--- config.mk ---
export PLATFORM = sky130hd
export DESIGN_NAME = radix_digit_formatter
export DESIGN_NICKNAME = d
export VERILOG_FILES = /design/src/design/rdf_pkg.sv /design/src/design/rdf_divider.sv /design/src/design/radix_digit_formatter.sv
export SDC_FILE = /design/constraint.sdc
export NUM_CORES = 1
export LEC_CHECK = 0
export BUFFER_PORTS_ARGS = -buffer_cell sky130_fd_sc_hd__buf_2
export CAP_MARGIN = 30
export CORE_ASPECT_RATIO = 0.9
export CORE_MARGIN = 2
export CORE_UTILIZATION = 25
export CTS_CLUSTER_DIAMETER = 40
export DETAILED_ROUTE_END_ITERATION = 7
export SYNTH_ARGS = -nofsm -noshare
export SYNTH_HDL_FRONTEND = slang
export SYNTH_SLANG_ARGS = --single-unit
--- constraint.sdc ---
create_clock -name i_clk -period 15.6 [get_ports i_clk]
set_input_delay 3.12 -clock i_clk [delete_from_list [all_inputs] [get_ports i_clk]]
set_output_delay 3.12 -clock i_clk [all_outputs]
set_load 0.1 [all_outputs]
--- src/design/rdf_pkg.sv ---
package rdf_pkg;

    localparam int WHOLE_WIDTH     = 31;
    localparam int FRACTION_WIDTH  = 32;
    localparam int FRACTION_DIGITS = 10;
    localparam int BASE_WIDTH      = 5;
    localparam int DIGIT_WIDTH     = 4;
    localparam int CHAR_WIDTH      = 8;

    localparam logic [BASE_WIDTH-1:0] BASE_RESET = BASE_WIDTH'(10);
    localparam logic [BASE_WIDTH-1:0] BASE_MIN   = BASE_WIDTH'(2);
    localparam logic [BASE_WIDTH-1:0] BASE_MAX   = BASE_WIDTH'(16);

    // divider retires this many quotient bits per cycle
    localparam int DIV_BITS_PER_CYCLE = 8;
    localparam int DIV_CYCLES     = (WHOLE_WIDTH + DIV_BITS_PER_CYCLE - 1) / DIV_BITS_PER_CYCLE;
    localparam int DIV_PAD_WIDTH  = DIV_CYCLES * DIV_BITS_PER_CYCLE;
    localparam int DIV_STEP_WIDTH = (DIV_CYCLES > 1) ? $clog2(DIV_CYCLES) : 1;

    localparam int COUNT_WIDTH = $clog2(WHOLE_WIDTH + 1);
    localparam int SENT_WIDTH  = $clog2(FRACTION_DIGITS + 1);
    localparam int PROD_WIDTH  = FRACTION_WIDTH + BASE_WIDTH;

    localparam int IN_DATA_WIDTH  = ((WHOLE_WIDTH + FRACTION_WIDTH + 7) / 8) * 8;
    localparam int OUT_DATA_WIDTH = CHAR_WIDTH;

    localparam logic [CHAR_WIDTH-1:0] CHAR_POINT = 8'h2e;

    function automatic logic [CHAR_WIDTH-1:0] digit_char(input logic [DIGIT_WIDTH-1:0] d);
        logic [CHAR_WIDTH-1:0] c;
        if (d < DIGIT_WIDTH'(10)) begin
            c = 8'h30 + {4'b0, d};
        end else begin
            c = 8'h57 + {4'b0, d};
        end
        return c;
    endfunction

endpackage

--- src/design/rdf_divider.sv ---
module rdf_divider (
    input  logic                                  i_clk,
    input  logic                                  i_rst_n,
    input  logic                                  i_start,
    input  logic [rdf_pkg::WHOLE_WIDTH-1:0]       i_dividend,
    input  logic [rdf_pkg::BASE_WIDTH-1:0]        i_divisor,
    output logic                                  o_done,
    output logic [rdf_pkg::WHOLE_WIDTH-1:0]       o_quotient,
    output logic [rdf_pkg::DIGIT_WIDTH-1:0]       o_remainder
);

    logic                                 r_busy;
    logic                                 r_done;
    logic [rdf_pkg::DIV_STEP_WIDTH-1:0]   r_step;
    logic [rdf_pkg::DIV_PAD_WIDTH-1:0]    r_acc;
    logic [rdf_pkg::DIGIT_WIDTH-1:0]      r_rem;

    logic [rdf_pkg::DIV_PAD_WIDTH-1:0]    n_acc;
    logic [rdf_pkg::DIGIT_WIDTH-1:0]      n_rem;

    // restoring long division, several bits per cycle; remainder always < divisor <= 16
    always_comb begin
        logic [rdf_pkg::DIGIT_WIDTH:0] t;
        n_acc = r_acc;
        n_rem = r_rem;
        for (int i = 0; i < rdf_pkg::DIV_BITS_PER_CYCLE; i++) begin
            t     = {n_rem, n_acc[rdf_pkg::DIV_PAD_WIDTH-1]};
            n_acc = {n_acc[rdf_pkg::DIV_PAD_WIDTH-2:0], 1'b0};
            if (t >= i_divisor) begin
                n_rem    = rdf_pkg::DIGIT_WIDTH'(t - i_divisor);
                n_acc[0] = 1'b1;
            end else begin
                n_rem = t[rdf_pkg::DIGIT_WIDTH-1:0];
            end
        end
    end

    always_ff @(posedge i_clk) begin
        if (!i_rst_n) begin
            r_busy <= 1'b0;
            r_done <= 1'b0;
            r_step <= '0;
        end else begin
            r_done <= 1'b0;
            if (r_busy) begin
                r_step <= r_step + 1'b1;
                if (r_step == rdf_pkg::DIV_STEP_WIDTH'(rdf_pkg::DIV_CYCLES - 1)) begin
                    r_busy <= 1'b0;
                    r_done <= 1'b1;
                end
            end else if (i_start) begin
                r_busy <= 1'b1;
                r_step <= '0;
            end
        end
    end

    always_ff @(posedge i_clk) begin
        if (r_busy) begin
            r_acc <= n_acc;
            r_rem <= n_rem;
        end else if (i_start) begin
            r_acc <= rdf_pkg::DIV_PAD_WIDTH'(i_dividend);
            r_rem <= '0;
        end
    end

    assign o_done      = r_done;
    assign o_quotient  = r_acc[rdf_pkg::WHOLE_WIDTH-1:0];
    assign o_remainder = r_rem;

    a_done_after_busy: assert property (@(posedge i_clk) disable iff (!i_rst_n)
        r_done |-> !r_busy) else $error("divider done while busy");
    a_start_clears_step: assert property (@(posedge i_clk) disable iff (!i_rst_n)
        (!r_busy && i_start) |=> (r_busy && r_step == '0))
        else $error("divider did not start cleanly");
    a_rem_below_divisor: assert property (@(posedge i_clk) disable iff (!i_rst_n)
        r_done |-> ({1'b0, r_rem} < i_divisor)) else $error("remainder not below divisor");

endmodule

--- src/design/radix_digit_formatter.sv ---
// Radix digit formatter: writes a non-negative fixed-point number (31-bit whole part in
// s_axis_tdata[30:0], 32-bit binary fraction in s_axis_tdata[62:31]) as lower-case ASCII
// digits in the base held by the config register (2..16, reset 10; lower values act as 2,
// higher as 16), one character per m_axis transfer, most significant whole digit first.
// A nonzero fraction adds '.' and up to ten fraction digits, stopping once the fraction
// runs out; m_axis_tlast marks the final character. The whole part runs through the
// iterative divider once per whole digit (four steps of eight quotient bits each), and
// all whole digits are stored before the first is sent; each fraction character comes
// from one product of the 32x5 multiplier. s_axis_tready is high only while the
// formatter is idle; the base may only be written then.
module radix_digit_formatter (
    input  logic                                  i_clk,
    input  logic                                  i_rst_n,
    input  logic                                  i_cfg_wr_en,
    input  logic [rdf_pkg::BASE_WIDTH-1:0]        i_cfg_wr_data,   // base
    input  logic                                  s_axis_tvalid,
    output logic                                  s_axis_tready,
    input  logic [rdf_pkg::IN_DATA_WIDTH-1:0]     s_axis_tdata,    // whole_part, fraction_part
    output logic                                  m_axis_tvalid,
    input  logic                                  m_axis_tready,
    output logic [rdf_pkg::OUT_DATA_WIDTH-1:0]    m_axis_tdata,    // out_char
    output logic                                  m_axis_tlast     // last_char
);

    typedef enum logic [4:0] {
        S_IDLE  = 5'b00001,
        S_DIV   = 5'b00010,
        S_WHOLE = 5'b00100,
        S_POINT = 5'b01000,
        S_FRAC  = 5'b10000
    } t_state;

    t_state                                r_state, n_state;
    logic [rdf_pkg::BASE_WIDTH-1:0]        r_cfg_base;
    logic [rdf_pkg::BASE_WIDTH-1:0]        r_base, n_base;
    logic [rdf_pkg::FRACTION_WIDTH-1:0]    r_frac, n_frac;
    logic [rdf_pkg::COUNT_WIDTH-1:0]       r_cnt, n_cnt;
    logic [rdf_pkg::SENT_WIDTH-1:0]        r_sent, n_sent;
    logic [rdf_pkg::DIGIT_WIDTH-1:0]       r_store [rdf_pkg::WHOLE_WIDTH];
    logic [rdf_pkg::DIGIT_WIDTH-1:0]       r_rd_digit;

    logic                                  r_out_valid;
    logic [rdf_pkg::CHAR_WIDTH-1:0]        r_out_char;
    logic                                  r_out_last;

    logic                                  w_accept;
    logic                                  w_out_free;
    logic                                  w_emit;
    logic [rdf_pkg::CHAR_WIDTH-1:0]        w_char;
    logic                                  w_last;
    logic                                  w_store_we;
    logic [rdf_pkg::COUNT_WIDTH-1:0]       w_rd_idx;

    logic                                  w_div_start;
    logic [rdf_pkg::WHOLE_WIDTH-1:0]       w_div_dividend;
    logic                                  w_div_done;
    logic [rdf_pkg::WHOLE_WIDTH-1:0]       w_div_quot;
    logic [rdf_pkg::DIGIT_WIDTH-1:0]       w_div_rem;

    logic [rdf_pkg::PROD_WIDTH-1:0]        w_prod;
    logic [rdf_pkg::FRACTION_WIDTH-1:0]    w_rest;
    logic [rdf_pkg::DIGIT_WIDTH-1:0]       w_frac_digit;
    logic [rdf_pkg::COUNT_WIDTH-1:0]       w_cnt_m1;
    logic                                  w_frac_done;

    logic [rdf_pkg::BASE_WIDTH-1:0]        w_sat_base;

    assign s_axis_tready = (r_state == S_IDLE);
    assign w_accept      = s_axis_tvalid && s_axis_tready;
    assign w_out_free    = !r_out_valid || m_axis_tready;

    always_comb begin
        if (r_cfg_base < rdf_pkg::BASE_MIN) begin
            w_sat_base = rdf_pkg::BASE_MIN;
        end else if (r_cfg_base > rdf_pkg::BASE_MAX) begin
            w_sat_base = rdf_pkg::BASE_MAX;
        end else begin
            w_sat_base = r_cfg_base;
        end
    end

    rdf_divider u_div (
        .i_clk       (i_clk),
        .i_rst_n     (i_rst_n),
        .i_start     (w_div_start),
        .i_dividend  (w_div_dividend),
        .i_divisor   (r_base),
        .o_done      (w_div_done),
        .o_quotient  (w_div_quot),
        .o_remainder (w_div_rem)
    );

    // fraction digit: integer part of fraction * base, product is < 16 * 2^32
    assign w_prod       = {{rdf_pkg::BASE_WIDTH{1'b0}}, r_frac}
                        * {{rdf_pkg::FRACTION_WIDTH{1'b0}}, r_base};
    assign w_rest       = w_prod[rdf_pkg::FRACTION_WIDTH-1:0];
    assign w_frac_digit = w_prod[rdf_pkg::FRACTION_WIDTH +: rdf_pkg::DIGIT_WIDTH];
    assign w_frac_done  = (w_rest == '0)
                        || (r_sent == rdf_pkg::SENT_WIDTH'(rdf_pkg::FRACTION_DIGITS - 1));
    assign w_cnt_m1     = r_cnt - 1'b1;
    // digit store is read at the next count, so the digit is ready in the cycle after
    assign w_rd_idx     = n_cnt - 1'b1;

    always_comb begin
        n_state        = r_state;
        n_base         = r_base;
        n_frac         = r_frac;
        n_cnt          = r_cnt;
        n_sent         = r_sent;
        w_emit         = 1'b0;
        w_char         = rdf_pkg::CHAR_POINT;
        w_last         = 1'b0;
        w_store_we     = 1'b0;
        w_div_start    = 1'b0;
        w_div_dividend = w_div_quot;
        unique case (r_state)
            S_IDLE: begin
                if (w_accept) begin
                    n_base         = w_sat_base;
                    n_frac         = s_axis_tdata[rdf_pkg::WHOLE_WIDTH +: rdf_pkg::FRACTION_WIDTH];
                    n_cnt          = '0;
                    n_sent         = '0;
                    w_div_start    = 1'b1;
                    w_div_dividend = s_axis_tdata[rdf_pkg::WHOLE_WIDTH-1:0];
                    n_state        = S_DIV;
                end
            end
            S_DIV: begin
                if (w_div_done) begin
                    w_store_we = 1'b1;
                    n_cnt      = r_cnt + 1'b1;
                    if (w_div_quot != '0) begin
                        w_div_start = 1'b1;
                    end else begin
                        n_state = S_WHOLE;
                    end
                end
            end
            S_WHOLE: begin
                if (w_out_free) begin
                    w_emit = 1'b1;
                    w_char = rdf_pkg::digit_char(r_rd_digit);
                    w_last = (r_frac == '0) && (r_cnt == rdf_pkg::COUNT_WIDTH'(1));
                    n_cnt  = w_cnt_m1;
                    if (r_cnt == rdf_pkg::COUNT_WIDTH'(1)) begin
                        n_state = (r_frac != '0) ? S_POINT : S_IDLE;
                    end
                end
            end
            S_POINT: begin
                if (w_out_free) begin
                    w_emit  = 1'b1;
                    w_char  = rdf_pkg::CHAR_POINT;
                    n_state = S_FRAC;
                end
            end
            S_FRAC: begin
                if (w_out_free) begin
                    w_emit = 1'b1;
                    w_char = rdf_pkg::digit_char(w_frac_digit);
                    w_last = w_frac_done;
                    n_frac = w_rest;
                    n_sent = r_sent + 1'b1;
                    if (w_frac_done) begin
                        n_state = S_IDLE;
                    end
                end
            end
            default: begin
                n_state = S_IDLE;
            end
        endcase
    end

    always_ff @(posedge i_clk) begin
        if (!i_rst_n) begin
            r_state     <= S_IDLE;
            r_cfg_base  <= rdf_pkg::BASE_RESET;
            r_cnt       <= '0;
            r_sent      <= '0;
            r_frac      <= '0;
            r_out_valid <= 1'b0;
        end else begin
            r_state <= n_state;
            r_cnt   <= n_cnt;
            r_sent  <= n_sent;
            r_frac  <= n_frac;
            if (i_cfg_wr_en) begin
                r_cfg_base <= i_cfg_wr_data;
            end
            if (w_emit) begin
                r_out_valid <= 1'b1;
            end else if (m_axis_tready) begin
                r_out_valid <= 1'b0;
            end
        end
    end

    always_ff @(posedge i_clk) begin
        r_base <= n_base;
        if (w_emit) begin
            r_out_char <= w_char;
            r_out_last <= w_last;
        end
        if (w_store_we) begin
            // the digit being written sits at the next read address
            r_store[r_cnt] <= w_div_rem;
            r_rd_digit     <= w_div_rem;
        end else if (n_cnt != '0) begin
            r_rd_digit <= r_store[w_rd_idx];
        end
    end

    assign m_axis_tvalid = r_out_valid;
    assign m_axis_tdata  = r_out_char;
    assign m_axis_tlast  = r_out_last;

    a_accept_starts_div: assert property (@(posedge i_clk) disable iff (!i_rst_n)
        w_accept |=> (r_state == S_DIV)) else $error("accepted item did not enter division");
    a_cnt_bound: assert property (@(posedge i_clk) disable iff (!i_rst_n)
        r_cnt <= rdf_pkg::COUNT_WIDTH'(rdf_pkg::WHOLE_WIDTH)) else $error("digit count overflow");
    a_sent_bound: assert property (@(posedge i_clk) disable iff (!i_rst_n)
        r_sent <= rdf_pkg::SENT_WIDTH'(rdf_pkg::FRACTION_DIGITS))
        else $error("too many fraction digits");
    a_base_range: assert property (@(posedge i_clk) disable iff (!i_rst_n)
        (r_state != S_IDLE) |-> (r_base >= rdf_pkg::BASE_MIN && r_base <= rdf_pkg::BASE_MAX))
        else $error("working base out of range");
    a_whole_has_digits: assert property (@(posedge i_clk) disable iff (!i_rst_n)
        (r_state == S_WHOLE) |-> (r_cnt != '0)) else $error("no whole digit to send");

endmodule

* Word-level counts from Yosys, hierarchy flattened
Memory sizes are Yosys's and may differ from the RTL's. A register that Yosys moved wholly into a read port is not among the register bits.
Index checks and enable logic that the tools add are counted.
** Cells by class
- Add/subtract/negate cells :: 17
- Multiply operators :: 1
- Magnitude comparators :: 12
- Eq/ne operators :: 16
- Multiplexer cells :: 69
- Reduce and logical (&&, ||, !) cells :: 23
** Operators with widths (count)
- two-way mux 32 bit :: 4
- zero test 32 bit :: 2
- case mux 32 bit (2 select lines) :: 1
- two-way mux 31 bit :: 2
- two-way mux 5 bit :: 12
- two-way mux 4 bit :: 13
- greater-or-equal comparator 5 bit :: 8
- multiplier 32 x 5 -> 36 bit :: 1
- two-way mux 8 bit :: 4
- nonzero test 32 bit :: 1
- subtractor 4 bit :: 8
- nonzero test 31 bit :: 1
- two-way mux 1 bit :: 25
- case mux 5 bit (5 select lines) :: 1
- adder 7 x 4 -> 8 bit (first input constant) :: 2
- case mux 8 bit (2 select lines) :: 1
- case mux 5 bit (3 select lines) :: 1
- adder 6 x 4 -> 7 bit (first input constant) :: 2
- inequality test 2 bit (second input constant) :: 6
- nonzero test 2 bit :: 6
- equality test 5 x 1 -> 1 bit (second input constant) :: 2
- subtractor 5 x 1 -> 5 bit (second input constant) :: 2
- < comparator 4 bit (second input constant) :: 2
- case mux 4 bit (2 select lines) :: 1
- 23 further kinds :: 30
** Word-level totals
- Bits in registers :: 106
- Memory bits (writable) :: 124
- Input bits :: 74
- Memories :: 1
** Memory list
- r_store :: depth 31, width 4, read ports 1, clocked after Yosys merged registers in 1, write ports 1, line radix_digit_formatter.sv:39 : logic [rdf_pkg::DIGIT_WIDTH-1:0] r_store [rdf_pkg::WHOLE_WIDTH];

* Logic depth before layout (Yosys ltp)
Gate-level depths: netlist of the first run.
- Depth in word-level cells :: 17
- Mapped depth :: 76
- Gate-level depth less buffers :: 72

* Modules after synthesis
Synthesis of the first run repeated with hierarchy kept, for this count alone.
** Second synthesis, totals
- Cells, all modules :: 1892
- Area total of the unflattened synthesis :: 18086.1 um^2
** By module, submodules not included
- radix_digit_formatter :: times used 1, cells an instance 1553, area each 14518.9 um^2, seq. area each 5275.1 um^2
- rdf_divider :: times used 1, cells an instance 339, area each 3567.2 um^2, seq. area each 1161.1 um^2

* Worst setup path before layout of the first run
OpenSTA, ideal clock, no wires.
- Path kind :: flip-flop to flip-flop
- From :: register r_base[1] (netlist name)
- To :: register u_div.r_rem, in the netlist u_div.o_remainder[3], data pin
- Library setup time :: 256 ps
- Data arrival time :: 12533 ps
- Data required time :: 15344 ps
- Path slack :: 2811 ps
- Cell stages (with the launch flop) :: 76
- Path buffers :: 5
- Path through :: edfxtp_1 -> clkbuf_1 -> inv_1 -> ha_1 -> a21o_1 -> a21o_1 -> o21a_1 -> o21ai_0 -> nand2b_1 -> clkbuf_1 -> mux2_2 -> inv_1 -> ha_1 -> nor2b_1 -> o21ai_0 -> nand2b_1 -> o21a_1 -> o21ai_0 -> [40 not listed] -> inv_1 -> ha_1 -> nor2b_1 -> o21ai_0 -> nand2b_1 -> a31o_2 -> a21o_1 -> a21o_1 -> a21oi_1 -> ha_1 -> a21o_1 -> a21oi_1 -> a21boi_0 -> o21ai_0 -> nand2b_1 -> inv_1 -> nor3_1 -> a31o_2
** Between the ends
- Longest elaborated chain between the ends :: 17
- Elaborated cells on any way between the ends :: 25
- Those cells by class :: add/sub (8); order compare (8); mux (9)
** Ends and longest elaborated chain
- start: declaration :: line radix_digit_formatter.sv:35 : logic [rdf_pkg::BASE_WIDTH-1:0] r_base, n_base;
- start signal: assignment :: line radix_digit_formatter.sv:200 : r_base <= n_base;
- subtractor 4 bit / greater-or-equal comparator 5 bit (equally long branches) :: line rdf_divider.sv:30, rdf_divider.sv:29
- two-way mux 4 bit :: line rdf_divider.sv:29 : if (t >= i_divisor) begin
- subtractor 4 bit / greater-or-equal comparator 5 bit (equally long branches) :: line rdf_divider.sv:30, rdf_divider.sv:29
- two-way mux 4 bit :: line rdf_divider.sv:29
- subtractor 4 bit / greater-or-equal comparator 5 bit (equally long branches) :: line rdf_divider.sv:30, rdf_divider.sv:29
- two-way mux 4 bit :: line rdf_divider.sv:29
- greater-or-equal comparator 5 bit / subtractor 4 bit (equally long branches) :: line rdf_divider.sv:29, rdf_divider.sv:30
- two-way mux 4 bit :: line rdf_divider.sv:29
- subtractor 4 bit / greater-or-equal comparator 5 bit (equally long branches) :: line rdf_divider.sv:30, rdf_divider.sv:29
- two-way mux 4 bit :: line rdf_divider.sv:29
- subtractor 4 bit / greater-or-equal comparator 5 bit (equally long branches) :: line rdf_divider.sv:30, rdf_divider.sv:29
- two-way mux 4 bit :: line rdf_divider.sv:29
- greater-or-equal comparator 5 bit / subtractor 4 bit (equally long branches) :: line rdf_divider.sv:29, rdf_divider.sv:30
- two-way mux 4 bit :: line rdf_divider.sv:29
- subtractor 4 bit / greater-or-equal comparator 5 bit (equally long branches) :: line rdf_divider.sv:30, rdf_divider.sv:29
- two-way mux 4 bit * :: line rdf_divider.sv:29
- two-way mux 4 bit * :: line rdf_divider.sv:59 : if (r_busy) begin
- end signal: assignment :: line rdf_divider.sv:61 : r_rem <= n_rem;
- end: declaration :: line rdf_divider.sv:16 : logic [rdf_pkg::DIGIT_WIDTH-1:0] r_rem;
Mark *: on every way between the ends. The rest lies on a longest branch, timed or not.
A chain may end at the register's enable or synchronous reset.

* Worst setup path in the final report of the first run
Same ends and word-level chain as after synthesis.

==> key figures, run 1 <==
Status
  • Status: completed

Floorplan
  • Core area: 67300 um2
  • Die width: 280 um
  • Starting Density: 0.254
  • Total die area: 70600 um2
  • Die height: 252 um
  • # IOs: 85
  • Row cnt: 90

Global routing
  • Initial antenna violation count: 1
  • Global Route Usage Sum: 0.127
  • Pin count of the biggest net entering global routing: 48
  • Vias in the first global route: 13.1k
  • Total gr overflow: 0
  • First-pass GRT wire length: 72.0 mm

Power and ir drop
  • Switch share: 0.452
  • Flop pwr share: 0.177
  • Clock group share of total power: 0.168
  • P_int: 2580 uW
  • Combinational power share: 0.656
  • Power Density: 240 nW/um2
  • Peak supply drop: a little under 0.0006 V
  • Lkg Pwr: a little under 0.008 uW
  • Psw: 2130 uW

STA
  • Least-Margin Pin Slew: 888 ps
  • Fin. Hold Viols: 0
  • WHS: 503 ps
  • Setup TNS Final: 0 ps
  • Period utilization: 0.902
  • Max Slew Vio Count: 0
  • Fin crit period: 14070 ps
  • RSZ-0062 raised after global routing: false
  • Clk_skew: 21.0 ps
  • F_max: 71.1 MHz
  • Slew HR: 0.393
  • Final setup violating endpoints: 0

Clock network
  • Reg clk slew, reported paths: 60 ps
  • TritonCTS Buffers: 38
  • Max Root-Sink Buffers: 3
  • Clock root buffer: clkbuf_16
  • Hold Buf Count CTS: 0
  • Clk_lat worst skew: 560 ps
  • CTS Sinks: 233
  • CTS tree: built
  • H-tree Lvls: 2

Logic synthesis
  • Synth Register Bits: 233
  • Sequential share of the synthesized area: 0.376
  • Count of cell types in the netlist: just over 80
  • Synth Area per Inst: 10.1 um2
  • Synth warnings: 0
  • Async SR Flop Fraction: 0
  • Post-Syn Instances: 1687
  • Top FF cell, synth: edfxtp_1
  • Netlist Area Pre-Place: 17100 um2
  • Post-synth EDFFs: 177
  • Syn Nets: 1954

Setup path
  • Worst setup path class: register to register
  • Worst reg2reg path startpoint: r_base[1]
  • Worst Setup End Kind: register
  • CP max stage delay: 410 ps
  • Worst EP required: around 16000 ps
  • CP max-delay cell: buf_4
  • WP data arrival: 14390 ps
  • CP startpoint kind: register
  • Critical path origin: r_base[1]
  • Worst Path Max Fanout: 39

Routing
  • Met3 WL post-DR: 2.89 mm
  • Met2 wire length: between 15 and 20 mm
  • DR WL/cell: 16.7 um
  • Starting DRT DRC Count: 954
  • DRT met1 WL: 21.0 mm
  • Detail Route Antenna Nets: 0
  • Highest routed metal layer: met4
  • Drc violations: 0
  • First-pass iteration count of the detailed router: 5
  • Detailed Route WL: 44.4 mm
  • Vias post-DR: 12.9k
  • Via/cell ratio: 4.87

Place
  • Placed inst area: 18400 um2
  • Dpl cells: 2579
  • GP Congestion: 0.911
  • IO buf count: 82
  • HPWL Detailed: 32.9 mm

Cells and area
  • Reg area: ~6400 um2
  • Fillers: 6929
  • Multi-input gate area: approximately 9900 um2
  • Share of layout cells above drive strength 1: 0.134
  • Fin area: 19600 um2
  • Non-filler cells, final: roughly 2.7k
  • Area grow syn2layout: 14.8%
  • Post-layout util: 0.292
  • Nets: 2015

Worst hold path
  • Origin of the worst min-delay path: r_cfg_base[0]
  • Worst min path class: register to register

Job
  • Max Cap Violations: 0
==> repair_timing <==
item / in CTS / in global routing
endpoints found under the hold margin: 0 / 0
resized for setup: 0 / 1
setup endpoints to repair: 0 / 1
setup buffers: 0 / 3
==> final timing paths <==
check / to / slack, ps / depth (start not counted)
worst max-delay path: u_div.o_remainder[3] / 1530 / 71
worst min-delay path: r_cfg_base[0] / 500 / 2
worst max register to register: u_div.o_remainder[3] / 1530 / 71
worst min register to register: r_cfg_base[0] / 500 / 2
==> cells by family (layout without fill, tap and decap cells) <==
kind of cell	after synthesis	count (layout)	synth area share
xor gates and xnor gates	66	66	0.0342
buffers and inverters	195	285	0.0463
AOI/OAI and AO/OA	273	273	0.106
DFF	233	233	0.376
and+or+nand+nor	627	627	0.174
adders and majority gates	193	193	0.184
muxes	98	98	0.0787
other	2	3	0.000439
==> synth_stat cells, drive strengths merged, types with 16 or more instances <==
library cell	instances	area (um2)
a21oi	69	364
a311oi	22	193
and2	71	444
buf	23	133
clkbuf	61	239
dfxtp	56	1120
edfxtp	177	5320
fa	97	1940
ha	96	1200
inv	110	418
mux2	41	462
mux2i	36	364
mux4	21	522
nand2	224	841
nand2b	19	119
nand3	16	80.1
nand4	17	106
nor2	162	608
nor2b	22	138
nor3	27	145
nor4	18	113
o21ai	61	305
xnor2	39	349
xor2	27	236
==> sequential cells by signal (all words and copies together) (netlist names) <==
name               flops
u_div.r_busy           1
r_rd_digit             4
r_state                5
r_cfg_base             5
r_frac                32
r_cnt                  5
m_axis_tvalid          1
r_sent                 4
r_base                 5
u_div.r_acc           32
m_axis_tlast           1
u_div.o_done           1
u_div.o_remainder      4
r_store              124
m_axis_tdata           7
u_div.r_step           2
==> critical path, delay by kind of cell, from the launching register on <==
kind,cells,cell delay [ps]
flops,1,310
mux,6,2090
simple gates,20,2860
fa+ha+maj,8,2080
compound gates,29,5260
buf+inv,8,1210
==> stage by stage <==
| stage | power, uW | setup WS [ps] |
|---|---|---|
| CTS | 4700 | 1350 |
| global route | 5180 | 176 |
| finish | 4710 | 1530 |
| floorplan | 3230 | 2810 |
| detailed placement | 3870 | 1410 |
| global placement | 3730 | 1800 |
==> area by class of cell <==
cell class | count | share of cell area
diodes | 1 | 0.000127
clock buffers | 45 | 0.0503
clock inverters | 24 | 0.0107
inverters | 111 | 0.0217
multi-input cells | 1259 | 0.504
flip-flops and latches | 233 | 0.328
well taps | 874 | 0.0557
repair buffers | 105 | 0.0299
==> power groups by stage <==
stage	Sequential, uW	Combinational (uW)	Clock, uW
finish	832	3090	790
CTS	832	3060	813
detailed placement	844	3030	0
global placement	844	2890	0
global route	839	3500	841
floorplan	856	2370	0
==> cell usage in the layout (no fill, tap or decap), types with 37 or more instances in the layout <==
cell type    n
ha_1        96
xnor2_1     37
fa_1        97
o21ai_0     60
edfxtp_1   177
nand2_1    224
buf_2       82
inv_1      107
clkbuf_16   38
and2_1      71
dfxtp_1     56
nor2_1     162
a21oi_1     66
mux2_2      41
==> per-layer routing <==
layer	GRT usage	vias up
met5	0	-
li1	-	6100
met2	0.197	419
met1	0.181	6317
met4	0.0423	0
met3	0.0186	66
Power figures use the tool's default switching activity.
==> inputs of run 2 (changes only) <==
--- a/config.mk
+++ b/config.mk
@@ -5,6 +5,7 @@
 export SDC_FILE = /design/constraint.sdc
 export NUM_CORES = 1
 export LEC_CHECK = 0
+export ABC_AREA = 1
 export BUFFER_PORTS_ARGS = -buffer_cell sky130_fd_sc_hd__buf_2
 export CAP_MARGIN = 30
 export CORE_ASPECT_RATIO = 0.9
@@ -12,6 +13,7 @@
 export CORE_UTILIZATION = 25
 export CTS_CLUSTER_DIAMETER = 40
 export DETAILED_ROUTE_END_ITERATION = 7
+export SKIP_LAST_GASP = 1
 export SYNTH_ARGS = -nofsm -noshare
 export SYNTH_HDL_FRONTEND = slang
 export SYNTH_SLANG_ARGS = --single-unit
==> key figures, run 2 <==
Floorplan
  • Die width: 288 um (+2.9%)
  • Row cnt: 93 (+3.3%)
  • Total die area: 74800 um2 (+5.9%)
  • Starting Density: 0.253 (-0.00102)
  • # IOs: 85 (unchanged)
  • Die height: 260 um (+2.9%)
  • Core area: 71700 um2 (+6.4%)

Cells and area
  • Most common cell after layout, fill and taps aside: nand2_1
  • Nets: 2694 (+34%)
  • Highest-count cells in the layout ignoring fill and taps: 719 x nand2_1, 394 x inv_1, 177 x edfxtp_1
  • Reg area: 6440 um2 (unchanged)
  • Fillers: 7783 (+12%)
  • Max reg flops: 124 (unchanged)
  • Multi-input gate area: 9840 um2 (-0.61%)
  • Top flop regs: r_store: 124 flops, r_frac: 32 flops, u_div.r_acc: 32 flops
  • Area grow syn2layout: 17.6%
  • Share of layout cells above drive strength 1: 0.101 (-0.0334)
  • Post-layout util: 0.298 (+0.00612)
  • Top reg by flops: r_store

Setup path
  • Worst Path Max Fanout: 33 (-15%)
  • Worst EP required: 16030 ps (+110 ps)
  • CP max stage delay: 440 ps (+30 ps)
  • Worst setup path class: register to register
  • CP max-delay cell: ha_1
  • WP data arrival: 13880 ps (-510 ps)
  • CP startpoint kind: register
  • Worst Setup End Kind: register
  • Cell mode on critical path: inv_1

Logic synthesis
  • Post-Syn Instances: 2348 (+39%)
  • Synth warnings: 0 (unchanged)
  • Async SR Flop Fraction: 0 (unchanged)
  • Post-synth EDFFs: 177 (unchanged)
  • Synth Register Bits: 233 (unchanged)
  • Count of cell types in the netlist: 59 (-27%)
  • Netlist Area Pre-Place: 18100 um2 (+6.0%)
  • Synth Area per Inst: 7.73 um2 (-24%)
  • Synth top area share: 0.293 (-0.0176)
  • Syn Nets: 2615 (+34%)
  • Largest area contributor in the netlist: edfxtp_1
  • Synth top area cells: edfxtp_1 29%, nand2_1 15%, fa_1 11%, inv_1 8.2%, ha_1 6.6%
  • Sequential share of the synthesized area: 0.355 (-0.0213)
  • Top FF cell, synth: edfxtp_1
  • Most common cell in the netlist: nand2_1
  • Most frequent cells after synthesis: 719 x nand2_1, 394 x inv_1, 177 x edfxtp_1

Place
  • HPWL Detailed: 36.3 mm (+10%)
  • GP Congestion: 0.898 (-1.5%)
  • IO buf count: 82 (unchanged)

Clock network
  • Post_cts resized: 0 (unchanged)
  • Clock root buffer: clkbuf_16
  • H-tree Lvls: 2 (unchanged)
  • CTS Sinks: 233 (unchanged)
  • Hold Buf Count CTS: 0 (unchanged)
  • Reg clk slew, reported paths: 50 ps (about the same)
  • CTS tree: built
  • Max Root-Sink Buffers: 3 (unchanged)
  • Setup bufs post-CTS: 0 (unchanged)
  • Clk_lat worst skew: 610 ps (+50 ps)
  • TritonCTS Buffers: 47 (+24%)

Global routing
  • Total gr overflow: 0 (unchanged)
  • Global Route Usage Sum: 0.135 (+0.00739)
  • Pin count of the biggest net entering global routing: 95 (+98%)
  • Initial antenna violation count: 3 (+2)
  • First-pass GRT wire length: 80.5 mm (+12%)
  • Vias in the first global route: 14.9k (+14%)

Routing
  • Starting DRT DRC Count: 1087 (+14%)
  • Drc violations: 0 (unchanged)
  • First-pass iteration count of the detailed router: 7 (+2)
  • Detailed Route WL: 49.2 mm (+11%)
  • DR WL/cell: 14.4 um (-14%)
  • Detail Route Antenna Nets: 0 (unchanged)
  • Via/cell ratio: 4.44 (-8.7%)
  • Vias post-DR: 15.2k (+18%)

Job
  • Max Cap Violations: 0 (unchanged)

STA
  • Fin crit period: 13450 ps (-624 ps)
  • Least-Margin Pin Slew: 827 ps (-60.4 ps)
  • Clk_skew: 60.9 ps (+39.9 ps)
  • WHS: 462 ps (-41.5 ps)
  • Slew HR: 0.446 (+0.0536)
  • F_max: 74.4 MHz (+4.6%)
  • Fin. Hold Viols: 0 (unchanged)
  • Max Slew Vio Count: 0 (unchanged)
  • RSZ-0062 raised after global routing: false
  • Period utilization: 0.862 (-0.0400)
  • Setup TNS Final: 0 ps (unchanged)
  • Final setup violating endpoints: 0 (unchanged)

Status
  • Status: completed

Worst hold path
  • Worst min path class: register to register
==> run 2: path summary, 6_finish.rpt <==
kind                                       from                    to  slack (ps)  cells after the start
worst min-delay path            u_div.r_step[1]       u_div.r_step[1]         460                      2
worst min register to register  u_div.r_step[1]       u_div.r_step[1]         460                      2
worst max-delay path                  r_base[2]  u_div.o_remainder[2]        2150                     72
worst max register to register        r_base[2]  u_div.o_remainder[2]        2150                     72
==> run 2: layout make-up <==
type / count / share of cell area
multi-input cells: 1636 / 0.461
clock inverters: 32 / 0.0197
clock buffers: 56 / 0.0600
well taps: 950 / 0.0557
diodes: 2 / 0.000234
repair buffers: 103 / 0.0304
flip-flops and latches: 233 / 0.302
inverters: 406 / 0.0715
==> run 2: logic make-up after synthesis <==
kind of cell / count (synthesis) / share of synthesized area
AND/OR/NAND/NOR: 1105 / 0.257
flip-flops: 233 / 0.355
other: 2 / 0.000414
buffers and inverters: 479 / 0.103
XOR/XNOR: 25 / 0.0125
AO/OA/AOI/OAI: 309 / 0.0976
multiplexers: 2 / 0.00117
adder cells (fa/ha/maj): 193 / 0.173
==> run 2: critical path, delay by kind of cell (launching register included) <==
| family | cells | cell delay, ps |
|---|---|---|
| buffers and inverters | 12 | 1760 |
| adder cells (fa/ha/maj) | 8 | 2610 |
| multiplexers | 2 | 660 |
| AO/OA/AOI/OAI | 27 | 5970 |
| AND/OR/NAND/NOR | 23 | 1950 |
| flip-flops | 1 | 320 |
==> run 2: metrics by stage <==
| stage | std cells | area [um2] | worst slack [ps] |
|---|---|---|---|
| 2_1_floorplan | 2348 | 18100 | 3890 |
| 3_3_place_gp | 3324 | 19500 | 2210 |
| 3_5_place_dp | 3328 | 19600 | 2170 |
| 4_1_cts | 3416 | 21300 | 2130 |
| 5_1_grt | 3417 | 21300 | 497 |
| 6_report | 3418 | 21300 | 2150 |
==> run 2: routing by layer <==
layer / up-vias / GRT usage / wire length, um
met1: 7069 / 0.190 / 24000
met5: - / 0 / 18
met2: 331 / 0.210 / 21300
met4: 4 / 0.0374 / 1170
met3: 78 / 0.0250 / 2630
li1: 7692 / - / -
Power of run 2 is not shown: default switching activity piles up to over one toggle a cycle in this logic, so the estimate is an artifact.
==> inputs of run 3 (changes only) <==
--- a/config.mk
+++ b/config.mk
@@ -8,11 +8,13 @@
 export ABC_AREA = 1
 export BUFFER_PORTS_ARGS = -buffer_cell sky130_fd_sc_hd__buf_2
 export CAP_MARGIN = 30
-export CORE_ASPECT_RATIO = 0.9
+export CORE_ASPECT_RATIO = 1.4
 export CORE_MARGIN = 2
 export CORE_UTILIZATION = 25
 export CTS_CLUSTER_DIAMETER = 40
 export DETAILED_ROUTE_END_ITERATION = 7
+export GPL_TIMING_DRIVEN = 0
+export MAX_ROUTING_LAYER = met4
 export SKIP_LAST_GASP = 1
 export SYNTH_ARGS = -nofsm -noshare
 export SYNTH_HDL_FRONTEND = slang
==> key figures, run 3 (same netlist as run 2, synthesis figures left out) <==
STA
  • Least-Margin Pin Slew: 916 ps (+88.2 ps)
  • Final setup violating endpoints: 0 (unchanged)
  • Period utilization: 0.904 (+0.0415)
  • Fin crit period: 14090 ps (+647 ps)
  • Max Slew Vio Count: 0 (unchanged)
  • F_max: 70.9 MHz (-4.6%)
  • Setup TNS Final: 0 ps (unchanged)
  • Slew HR: 0.390 (-0.0567)
  • Fin. Hold Viols: 0 (unchanged)
  • Clk_skew: 16.1 ps (-44.8 ps)
  • RSZ-0062 raised after global routing: false

Setup path
  • Worst Setup End Kind: register
  • CP max-delay cell: clkbuf_1
  • WP data arrival: 14500 ps (+620 ps)
  • Worst Path Max Fanout: 10 (-70%)
  • Worst EP required: 16010 ps (-20 ps)
  • Worst setup path class: register to register
  • CP startpoint kind: register
  • Cell mode on critical path: inv_1
  • CP max stage delay: 490 ps (+50 ps)

Routing
  • Detailed Route WL: 52.9 mm (+7.6%)
  • Via/cell ratio: 4.52 (+1.9%)
  • DR WL/cell: 15.4 um (+7.2%)
  • Drc violations: 0 (unchanged)
  • Vias post-DR: 15.5k (+2.3%)
  • Starting DRT DRC Count: 888 (-18%)
  • Detail Route Antenna Nets: 0 (unchanged)
  • First-pass iteration count of the detailed router: 7 (unchanged)

Floorplan
  • Die height: 323 um (+24%)
  • Core area: 71700 um2 (about the same)
  • Starting Density: 0.253 (about the same)
  • # IOs: 85 (unchanged)
  • Total die area: 74800 um2 (about the same)
  • Die width: 232 um (-20%)
  • Row cnt: 116 (+25%)

Clock network
  • CTS Sinks: 233 (unchanged)
  • H-tree Lvls: 1 (-1)
  • TritonCTS Buffers: 27 (-43%)
  • Clk_lat worst skew: 580 ps (-30 ps)
  • CTS tree: built
  • Max Root-Sink Buffers: 3 (unchanged)
  • Hold Buf Count CTS: 0 (unchanged)
  • Clock root buffer: clkbuf_16
  • Reg clk slew, reported paths: 70 ps (+20 ps)

Global routing
  • First-pass GRT wire length: 83.2 mm (+3.4%)
  • Total gr overflow: 0 (unchanged)
  • Initial antenna violation count: 1 (-2)
  • Pin count of the biggest net entering global routing: 26 (-73%)
  • Global Route Usage Sum: 0.147 (+0.0120)
  • Vias in the first global route: 15.5k (+4.0%)

Cells and area
  • Area grow syn2layout: 14.3%
  • Share of layout cells above drive strength 1: 0.0865 (-0.0140)
  • Highest-count cells in the layout ignoring fill and taps: 719 x nand2_1, 394 x inv_1, 177 x edfxtp_1
  • Top flop regs: r_store: 124 flops, r_frac: 32 flops, u_div.r_acc: 32 flops
  • Max reg flops: 124 (unchanged)
  • Fillers: 7785 (+0.026%)
  • Most common cell after layout, fill and taps aside: nand2_1
  • Top reg by flops: r_store
  • Nets: 2732 (+1.4%)

Place
  • IO buf count: 82 (unchanged)
  • GP Congestion: 0.943 (+5.1%)
  • HPWL Detailed: 42.3 mm (+17%)

Job
  • Max Cap Violations: 0 (unchanged)

Status
  • Status: completed

Worst hold path
  • Worst min path class: register to register
run 3: cell types whose count changed in the layout (fill, tap and decap cells not counted), sizes merged:
cell,before,now
clkbuf,56,80
buf,103,109
clkinv,17,11
bufinv,5,1
diode,2,1
inv,413,412
run 3: cell type report:
cell class,count,area [um2],area share
clock inverters,21,188,0.00905
plain buffers,73,345,0.0166
repair buffers,88,543,0.0262
well taps,944,1180,0.0569
flip-flops and latches,233,6440,0.310
multi-input cells,1636,9840,0.474
clock buffers,28,679,0.0328
diodes,1,2.50,0.000121
inverters,406,1530,0.0736
run 3: path summary, 6_finish.rpt:
path              slack (ps)       startpoint  cells after the start                    to
setup / recovery        1510        r_base[2]                     73  u_div.o_remainder[2]
hold / removal           470  u_div.r_step[0]                      1       u_div.r_step[0]
setup reg to reg        1510        r_base[2]                     73  u_div.o_remainder[2]
hold reg to reg          470  u_div.r_step[0]                      1       u_div.r_step[0]
run 3: worst max-delay path: cells and delay by family, from the launching register on:
family / cells / cell delay [ps]
fa+ha+maj: 8 / 2590
compound gates: 27 / 6060
mux: 2 / 620
buf+inv: 13 / 2380
flops: 1 / 320
simple gates: 23 / 1950
run 3: through the flow:
step	hold WS (ps)	cells	util	worst slack (ps)	cell area (um2)
2_1_floorplan	432	2348	-	3890	18100
3_3_place_gp	449	3374	0.275	654	19700
3_5_place_dp	454	3379	0.277	619	19900
4_1_cts	462	3428	0.289	535	20700
5_1_grt	485	3430	0.289	98.7	20700
6_report	465	3430	0.289	1510	20700
run 3: routing by layer:
| layer | GRT usage | wire length (um) |
|---|---|---|
| met1 | 0.164 | 21500 |
| met2 | 0.260 | 27000 |
| met4 | 0.0779 | 2840 |
| met5 | - | 0 |
| met3 | 0.0108 | 1610 |
run 3: timing repair:
item | CTS | global route
setup buffers | 0 | 1
endpoints found under the setup margin | 0 | 5
resized for setup | 0 | 4
Power of run 3 is left out for the same reason.
